==> config.mk <==
export PLATFORM = sky130hd
export DESIGN_NAME = htbd_out
export DESIGN_NICKNAME = d
export VERILOG_FILES = /design/src/sv/htbd_pkg.sv /design/src/sv/htbd_out.sv
export SDC_FILE = /design/constraint.sdc
export NUM_CORES = 1
export LEC_CHECK = 0
export ABC_CLOCK_PERIOD_IN_PS = 800
export BUFFER_PORTS_ARGS = -buffer_cell sky130_fd_sc_hd__buf_2
export CAP_MARGIN = 20
export CORE_AREA = 2 2 39 41
export DETAILED_ROUTE_END_ITERATION = 8
export DIE_AREA = 0 0 41 43
export HOLD_SLACK_MARGIN = 0.08
export PLACE_DENSITY = 0.59
export SYNTH_ARGS = -nofsm -noshare
export SYNTH_HDL_FRONTEND = slang
export SYNTH_SLANG_ARGS = --single-unit
==> constraint.sdc <==
create_clock -name clk -period 0.8 [get_ports clk]
set_input_delay 0.12 -clock clk [delete_from_list [all_inputs] [get_ports clk]]
set_output_delay 0.12 -clock clk [all_outputs]
set_load 0.02 [all_outputs]
==> src/sv/htbd_pkg.sv <==
// htbd_pkg: shared types and constants for the Huffman tree build and decode block.
// Used by htbd_min2, htbd_out and huffman_tree_build_decode; depends on nothing.
`default_nettype none
package htbd_pkg;

	localparam int MAX_SYMBOLS_DEF = 64;
	localparam int WEIGHT_BITS_DEF = 16;
	localparam int LEAF_W_BITS     = 16;
	localparam int SYM_BITS        = 8;
	localparam int CNT_BITS        = 7;

	localparam logic OP_LOAD = 1'b0;
	localparam logic OP_BIT  = 1'b1;

	localparam logic KIND_SYMBOL = 1'b0;
	localparam logic KIND_STATUS = 1'b1;

	typedef enum logic [2:0] {
		ST_IDLE,
		ST_BUILD_INIT,
		ST_SCAN,
		ST_MERGE,
		ST_RD_CHILD,
		ST_EMIT_SYM,
		ST_EMIT_END
	} st_t;

	typedef struct packed {
		logic clear;
		logic sample;
	} scan_ctl_t;

	typedef struct packed {
		logic                kind;
		logic [SYM_BITS-1:0] symbol;
		logic                err;
		logic                last;
	} res_t;

endpackage
`default_nettype wire

==> src/sv/htbd_out.sv <==
// htbd_out: output register for result beats, freeing the sequencer from the consumer.
// Depends on htbd_pkg.
`default_nettype none
module htbd_out
	import htbd_pkg::*;
(
	input  wire logic                clk,
	input  wire logic                arst_n,
	input  wire logic                ld,
	input  wire res_t                d,
	input  wire logic                out_ready,
	output logic                     out_valid,
	output logic                     result_kind,
	output logic      [SYM_BITS-1:0] decoded_symbol,
	output logic                     string_error,
	output logic                     last_result,
	output logic                     slot_free
);

	logic valid_q;
	res_t data_q;

	always_ff @(posedge clk or negedge arst_n) begin
		if (!arst_n) begin
			valid_q <= 1'b0;
		end else if (ld) begin
			valid_q <= 1'b1;
		end else if (out_ready) begin
			valid_q <= 1'b0;
		end
	end

	always_ff @(posedge clk) begin
		if (ld) begin
			data_q <= d;
		end
	end

	assign slot_free      = !valid_q || out_ready;
	assign out_valid      = valid_q;
	assign result_kind    = data_q.kind;
	assign decoded_symbol = data_q.symbol;
	assign string_error   = data_q.err;
	assign last_result    = data_q.last;

endmodule
`default_nettype wire

==> flow_metrics.tcl <==
set metrics [dict create \
    setup_ws_ns -0.1750 \
    p_int_w 0.001065 \
    die_x_um 41 \
    required_ns 0.68 \
    coreArea_mm2 0.001384 \
    areaGrowthSynthToFinish_pct 91.39 \
    clk_pin_slew_worst_paths_ns 0.06 \
    num_vias 274 \
    seq_power_share_pct 55.5 \
    cts_made_buffers 3 \
    worstSetupPathType "reg -> out" \
    post-route-period-util_pct 121.9 \
    netlist_area_um2 377.9 \
    pin_count 28 \
    period_minus_slack_ns 0.9750 \
    utilization_pct 52.26 \
    viasPerCell 3.753 \
    remaining_drc_errors 0 \
    initial_utilization_pct 27.31 \
    clk_path_buf_depth 2 \
    slew_headroom_pct 83.30 \
    p_sw_share_pct 22.04 \
    fmaxAchievable_mhz 1026 \
    rsz0062_at_grt "yes" \
    syn_inst 14 \
    wl_per_cell_um 10.07 \
    slew_viol_final 0 \
    row_count 14 \
    ys_ff_latch 12 \
    antenna_found_initial 0 \
    p_leak_nw 0.3155 \
    port_buffers 27 \
    cap_viol_max_count 0 \
    htree_levels 1 \
    synth_top_family_by_area "simple AND/OR/NAND/NOR gates" \
    cts.sinks 12 \
    grt_pass1_wl_um 1166 \
    avgSynthCellArea_um2 26.99 \
    drt_iter0_drc 4 \
    violations "negative setup slack" \
    peakVddDrop_v 0.001021 \
    postCtsSetupRepairBufs 0 \
    hold_class "in -> reg" \
    fp.dieH_um 43 \
    synth-compound-area-share_pct 0 \
    wl_um 735 \
    nets 73 \
    yosysWarningCount 0 \
    grt_pass1_vias 279 \
    critPathLaunchType "flip-flop" \
    cp_max_fo 2 \
    p_comb_share_pct 17.9 \
    finalHoldViolations 0 \
    fillerInstances 135 \
    finClkSkew_ns 0 \
    p_clk_share_pct 26.6 \
    grt_remaining_overflow 0 \
    antennaDiodeCount 0 \
    setup_viol 13 \
    power_density_mw_per_mm2 1888 \
    synth_xor_area_share_pct 0 \
    worst_setup_path_end_kind "output port" \
    synth_cell_type_count 4 \
    ys_seq_area_share_pct 94.04 \
    synth_adder_area_share_pct 0 \
    synth_simple_gate_area_share_pct 5.960 \
    grt_usage_pct 10.59 \
    die_area_mm2 0.001763 \
    drtAntennaViolNets 0 \
    p_switching_w 0.0003009 \
    whs_ns 0.1392 \
    cts_root_buf "clkbuf_4" \
    syn-num-nets 29 \
    cts_tree "done" \
    worstPathArrival_ns 0.85 \
    drive_gt1_share_pct 56.14 \
    clk_latency_ns 0.25 \
    worst_pin_slew_ns 0.2505 \
    grt_start_max_net_pins 13 \
    drtPass1Iterations 4 \
    synthMuxAreaShare_pct 0 \
    place_congestion 0.5603 \
    outcome "finished with violations" \
]
cell usage after synthesis (all sizes together):
library cell | number | share of area (%)
nand2b | 2 | 6.0
edfxtp | 11 | 87
dfrtp | 1 | 6.6
critical path: stages, from the launching register on:
cell	delay [ns]
dfrtp_1	0.40
nand2b_4	0.09
buf_6	0.11
cell type report:
cell class | instances | area, um^2 | share of cell area, %
Clock buffer | 4 | 26.28 | 3.633
Multi-Input combinational cell | 2 | 22.52 | 3.114
Sequential cell | 12 | 355.3 | 49.13
Tap cell | 16 | 20.02 | 2.768
Timing Repair Buffer | 39 | 299.0 | 41.35
kinds of logic (layout without fill, tap and decap cells):
logic type    after synthesis  after routing
simple gates                2              2
buf+inv                     0             43
flops                      12             12
power by group through the flow:
stage	Clock (W)	Sequential (W)	Combinational (W)
floorplan	0	0.000832	0.0000144
global placement	0	0.000763	0.000168
detailed placement	0	0.000765	0.000169
CTS	0.000383	0.000752	0.000224
global route	0.000421	0.000762	0.000261
finish	0.000364	0.000757	0.000244
what timing repair did:
item                       CTS  global route
resized for setup            4            10
setup endpoints to repair   13            13
hold buffers                12             0
hold endpoints to repair    12             0
through the flow:
step	area (um^2)	power, W	setup WS, ns	instances	TNS, ns
2_1_floorplan	377.9	0.0008465	0.02799	14	0
3_3_place_gp	533.0	0.0009309	0.06943	57	0
3_5_place_dp	533.0	0.0009345	0.06404	57	0
4_1_cts	691.9	0.001359	-0.1857	73	-1.574
5_1_grt	723.2	0.001445	-0.2176	73	-2.052
6_report	723.2	0.001365	-0.1750	73	-1.446
state kept, by name, indices dropped and copies added, names as in the netlist:
name / cells
out_valid: 1
decoded_symbol: 8
last_result: 1
result_kind: 1
string_error: 1
final timing paths:
| kind | slack (ns) | to | cells past startpoint | startpoint |
|---|---|---|---|---|
| min reg2reg | 0.54 | out_valid | 2 | out_valid |
| max | -0.17 | slot_free | 2 | out_valid |
| min in group asynchronous | 0.16 | out_valid | 2 | arst_n |
| max reg2reg | 0.15 | out_valid | 2 | out_valid |
| min | 0.14 | out_valid | 3 | out_ready |
| max in group asynchronous | 0.56 | out_valid | 2 | arst_n |
layout by cell type (no fill, tap or decap):
cell type       n
edfxtp_1       11
clkbuf_1        1
nand2b_4        1
buf_6           7
clkbuf_4        3
dfrtp_1         1
dlygate4sd3_1  12
nand2b_2        1
buf_2          20
per-layer routing:
| metal | GRT usage [%] | vias up | part of all wire (%) |
|---|---|---|---|
| met2 | 14.69 | 10 | 58 |
| met3 | 3.141 | 0 | 4.2 |
| met4 | 8.000 | 0 | 0 |
| li1 | - | 139 | - |
| met1 | 13.19 | 125 | 38 |
| met5 | 0 | - | 0 |
(Power assumes the default switching activity.)
