File: config.mk
export PLATFORM = sky130hd
export DESIGN_NAME = htbd_min2
export DESIGN_NICKNAME = d
export VERILOG_FILES = /design/src/sv/htbd_pkg.sv /design/src/sv/htbd_min2.sv
export SDC_FILE = /design/constraint.sdc
export NUM_CORES = 1
export LEC_CHECK = 0
export BUFFER_PORTS_ARGS = -buffer_cell sky130_fd_sc_hd__buf_4
export CORE_UTILIZATION = 40
export DETAILED_ROUTE_END_ITERATION = 10
export MAX_ROUTING_LAYER = met4
export SETUP_SLACK_MARGIN = 0.3
export SLEW_MARGIN = 0
export SYNTH_ARGS = -nofsm -noshare
export SYNTH_HDL_FRONTEND = slang
export SYNTH_SLANG_ARGS = --single-unit
File: constraint.sdc
create_clock -name clk -period 7.3 [get_ports clk]
set_clock_uncertainty 0.15 [all_clocks]
set_input_delay 1.46 -clock clk [delete_from_list [all_inputs] [get_ports clk]]
set_output_delay 1.46 -clock clk [all_outputs]
set_load 0.05 [all_outputs]
File: src/sv/htbd_pkg.sv
// htbd_pkg: shared types and constants for the Huffman tree build and decode block.
// Used by htbd_min2, htbd_out and huffman_tree_build_decode; depends on nothing.
`default_nettype none
package htbd_pkg;

	localparam int MAX_SYMBOLS_DEF = 64;
	localparam int WEIGHT_BITS_DEF = 16;
	localparam int LEAF_W_BITS     = 16;
	localparam int SYM_BITS        = 8;
	localparam int CNT_BITS        = 7;

	localparam logic OP_LOAD = 1'b0;
	localparam logic OP_BIT  = 1'b1;

	localparam logic KIND_SYMBOL = 1'b0;
	localparam logic KIND_STATUS = 1'b1;

	typedef enum logic [2:0] {
		ST_IDLE,
		ST_BUILD_INIT,
		ST_SCAN,
		ST_MERGE,
		ST_RD_CHILD,
		ST_EMIT_SYM,
		ST_EMIT_END
	} st_t;

	typedef struct packed {
		logic clear;
		logic sample;
	} scan_ctl_t;

	typedef struct packed {
		logic                kind;
		logic [SYM_BITS-1:0] symbol;
		logic                err;
		logic                last;
	} res_t;

endpackage
`default_nettype wire

File: src/sv/htbd_min2.sv
// htbd_min2: shared compare unit that keeps the two lightest pending nodes seen in a scan.
// Nodes arrive in ascending number order, so a strict compare gives ties to the lower number.
// Depends on htbd_pkg.
`default_nettype none
module htbd_min2
	import htbd_pkg::*;
#(
	parameter int IW = 7,
	parameter int NW = 22
) (
	input  wire logic          clk,
	input  wire logic          arst_n,
	input  wire scan_ctl_t     ctl,
	input  wire logic [IW-1:0] idx,
	input  wire logic [NW-1:0] wgt,
	output logic      [IW-1:0] b1_idx,
	output logic      [NW-1:0] b1_wgt,
	output logic      [IW-1:0] b2_idx,
	output logic      [NW-1:0] b2_wgt
);

	logic          b1v_q, b2v_q;
	logic [IW-1:0] b1i_q, b2i_q;
	logic [NW-1:0] b1w_q, b2w_q;
	logic          lt1, lt2;

	assign lt1 = !b1v_q || (wgt < b1w_q);
	assign lt2 = !b2v_q || (wgt < b2w_q);

	always_ff @(posedge clk or negedge arst_n) begin
		if (!arst_n) begin
			b1v_q <= 1'b0;
			b2v_q <= 1'b0;
		end else if (ctl.clear) begin
			b1v_q <= 1'b0;
			b2v_q <= 1'b0;
		end else if (ctl.sample) begin
			if (lt1) begin
				b1v_q <= 1'b1;
				b2v_q <= b1v_q;
			end else if (lt2) begin
				b2v_q <= 1'b1;
			end
		end
	end

	always_ff @(posedge clk) begin
		if (!ctl.clear && ctl.sample) begin
			if (lt1) begin
				b1i_q <= idx;
				b1w_q <= wgt;
				b2i_q <= b1i_q;
				b2w_q <= b1w_q;
			end else if (lt2) begin
				b2i_q <= idx;
				b2w_q <= wgt;
			end
		end
	end

	assign b1_idx = b1i_q;
	assign b1_wgt = b1w_q;
	assign b2_idx = b2i_q;
	assign b2_wgt = b2w_q;

endmodule
`default_nettype wire

==> flow_metrics.tcl <==
set metrics [dict create \
    status "finished, final reports clean" \
    p_leak_uw 0.00193 \
    post-dp-hpwl_mm 5.13 \
    yosys.area.top_type_share_pct 53.5 \
    viasPerCell 4.83 \
    synth.distinct_cells 25 \
    holdPathEnd "b2v_q" \
    clk_pin_slew_ps 70 \
    setup_viol_count_final 0 \
    post_dp_cell_area_um2 4050 \
    hp-start "b2v_q" \
    ant_nets 0 \
    min_period_over_period_pct 54.1 \
    reg2regPathDepth 8 \
    clock-root-buffer "clkbuf_8" \
    io_buffer_count 90 \
    die_w_um 92.2 \
    multi_input_area_um2 1280 \
    timing.rr.start "b1_wgt[3]" \
    final_cell_mix "buf_4, edfxtp_1, inv_1, ha_1, mux2_2" \
    cts-buffers-inserted 9 \
    hold_violations 0 \
    fin_crit_ps 3950 \
    start_util_pct 41.7 \
    relSlewSlack_pct 39.8 \
    final.fill_count 705 \
    area_growth_pct 30.4 \
    insertion_delay_ps 330 \
    yosys.area.top_type "edfxtp_1" \
    cts_num_sinks 60 \
    grt_usage_pct 17.2 \
    cp_max_fo 29 \
    h-tree-depth 3 \
    slew_viol_final 0 \
    n_antenna_cell 0 \
    grt_max_degree 30 \
    clk_path_buf_depth 2 \
    dr.pass1.iters 4 \
    setup_tns_ps 0 \
    grt_pass1_vias 2162 \
    layout_commonest_cell "buf_4" \
    antenna_found_initial 0 \
    synth_area_leaders "edfxtp_1, ha_1, mux2_2, inv_1, a21oi_1" \
    seq_area_um2 1790 \
    critPathRequiredTime_ps 7100 \
    netlist_area_um2 3250 \
    start_kind "input port" \
    post_cts_buffers 0 \
    yosysSeqAreaShare_pct 55.1 \
    ir_worst_vdd_uv 107 \
    io_pins 91 \
    endpoint_kind "register" \
    gp_congestion 0.789 \
    num_vias 2204 \
    drc_errors 0 \
    layout.nets 424 \
    cts_resized 0 \
    r2r_end "b1_wgt[7]" \
    cap_violations 0 \
    holdPathStages 2 \
    drtIter0Drc 46 \
    design_area_um2 4250 \
    syn-mean-instance-area_um2 13.1 \
    cp.arrival_ps 3750 \
    cts_hold_buffers 0 \
    hp-class "reg -> reg" \
    core_um2 7810 \
    grt_pass1_wl_mm 10.8 \
    grt.overflow.total 0 \
    fp.dieH_um 92.2 \
    rsz0062_at_grt "no" \
    fmaxAchievable_mhz 253 \
    synth_cells 248 \
    synth_seq_cells 60 \
    regToRegSetupSlack_ps 4180 \
    cellPowerDensity_nw_per_um2 224 \
    wl_per_cell_um 14.9 \
    tightestPinTransition_ps 901 \
    path_class "in -> reg" \
    yosysWarnings 0 \
    drive_gt1_share_pct 39.5 \
    die_area_um2 8500 \
    num_rows 32 \
    routed_wl_mm 6.77 \
    syn_nets 323 \
    cts_tree "built" \
]
==> per-layer routing <==
layer,track usage (%),share of wire (%),routed length (µm),up-vias
li1,-,-,-,1114
met4,7.42,1.3,91,0
met1,23.4,49,3340,1026
met5,-,0,0,-
met2,25.2,45,3060,55
met3,2.99,4.2,284,9
==> where the power goes <==
part	switching (µW)	leakage (µW)	internal, µW
combinational	156	0.00126	83.8
clock	132	0.0000926	156
sequential	14.0	0.000580	411
==> critical path: stages <==
cell and delay, ps:
buf_4 130, ha_1 320, a21oi_1 150, o21a_1 130, o21ai_0 70, a21oi_1 270
o41ai_4 170, buf_4 300, nor2_4 750
==> how the worst max path moves through the flow <==
stage          startpoint         end  slack [ps]  cells after the start
2_1_floorplan     wgt[21]   b2_idx[0]        2680                      7
6_report          wgt[13]   b1_wgt[7]        3350                      9
4_1_cts           wgt[13]   b1_wgt[6]        3260                      9
5_1_grt           wgt[13]  b1_wgt[15]        3110                      9
3_5_place_dp      wgt[13]  b1_wgt[12]        2890                      9
3_3_place_gp      wgt[13]   b1_idx[4]        2930                      9
==> cell type report <==
type	count	area share, %
Inverter	42	3.71
Sequential cell	60	42.2
Timing Repair Buffer	93	16.4
Clock buffer	9	2.92
Clock inverter	7	1.59
Multi-Input combinational cell	143	30.1
Tap cell	102	3.01
==> cells in the mapped netlist <==
library cell  instances
buf_6                 3
o211ai_1              3
mux2_4                1
ha_1                 42
edfxtp_1             58
nand2_1              10
dfrtp_1               2
nand4_1               7
nand3_1               4
or2_2                 1
inv_1                42
mux2i_1               1
nor4_1                1
o41ai_4               1
o221ai_1              1
o21a_1                3
nor2_1                6
mux2_2               28
a2111oi_0             1
nand2b_1              3
a22oi_1               2
o21ai_0               4
a21o_1                2
a21oi_1              21
nor3_1                1
==> stage by stage <==
step           total power (µW)  std cells  hold slack [ps]  utilization [%]  setup WS (ps)
2_1_floorplan               594        248              328                -           2680
3_3_place_gp                673        440              361             51.9           2930
3_5_place_dp                675        440              374             51.9           2890
4_1_cts                     965        456              389             54.4           3260
5_1_grt                     996        456              439             54.4           3110
6_report                    953        456              386             54.4           3350
==> cell families after synthesis <==
family	Yosys count	share of synthesized area, %
AND/OR/NAND/NOR	33	4.92
adder cells (fa/ha/maj)	42	16.1
AO/OA/AOI/OAI	38	7.54
flip-flops	60	55.1
multiplexers	30	10.5
buffers and inverters	45	5.88
==> flip-flops by register name (all words and copies together), names as in the netlist <==
name / count
b1_wgt: 22
b2_wgt: 22
b1v_q: 1
b1_idx: 7
b2_idx: 7
b2v_q: 1
(Power assumes the default switching activity.)
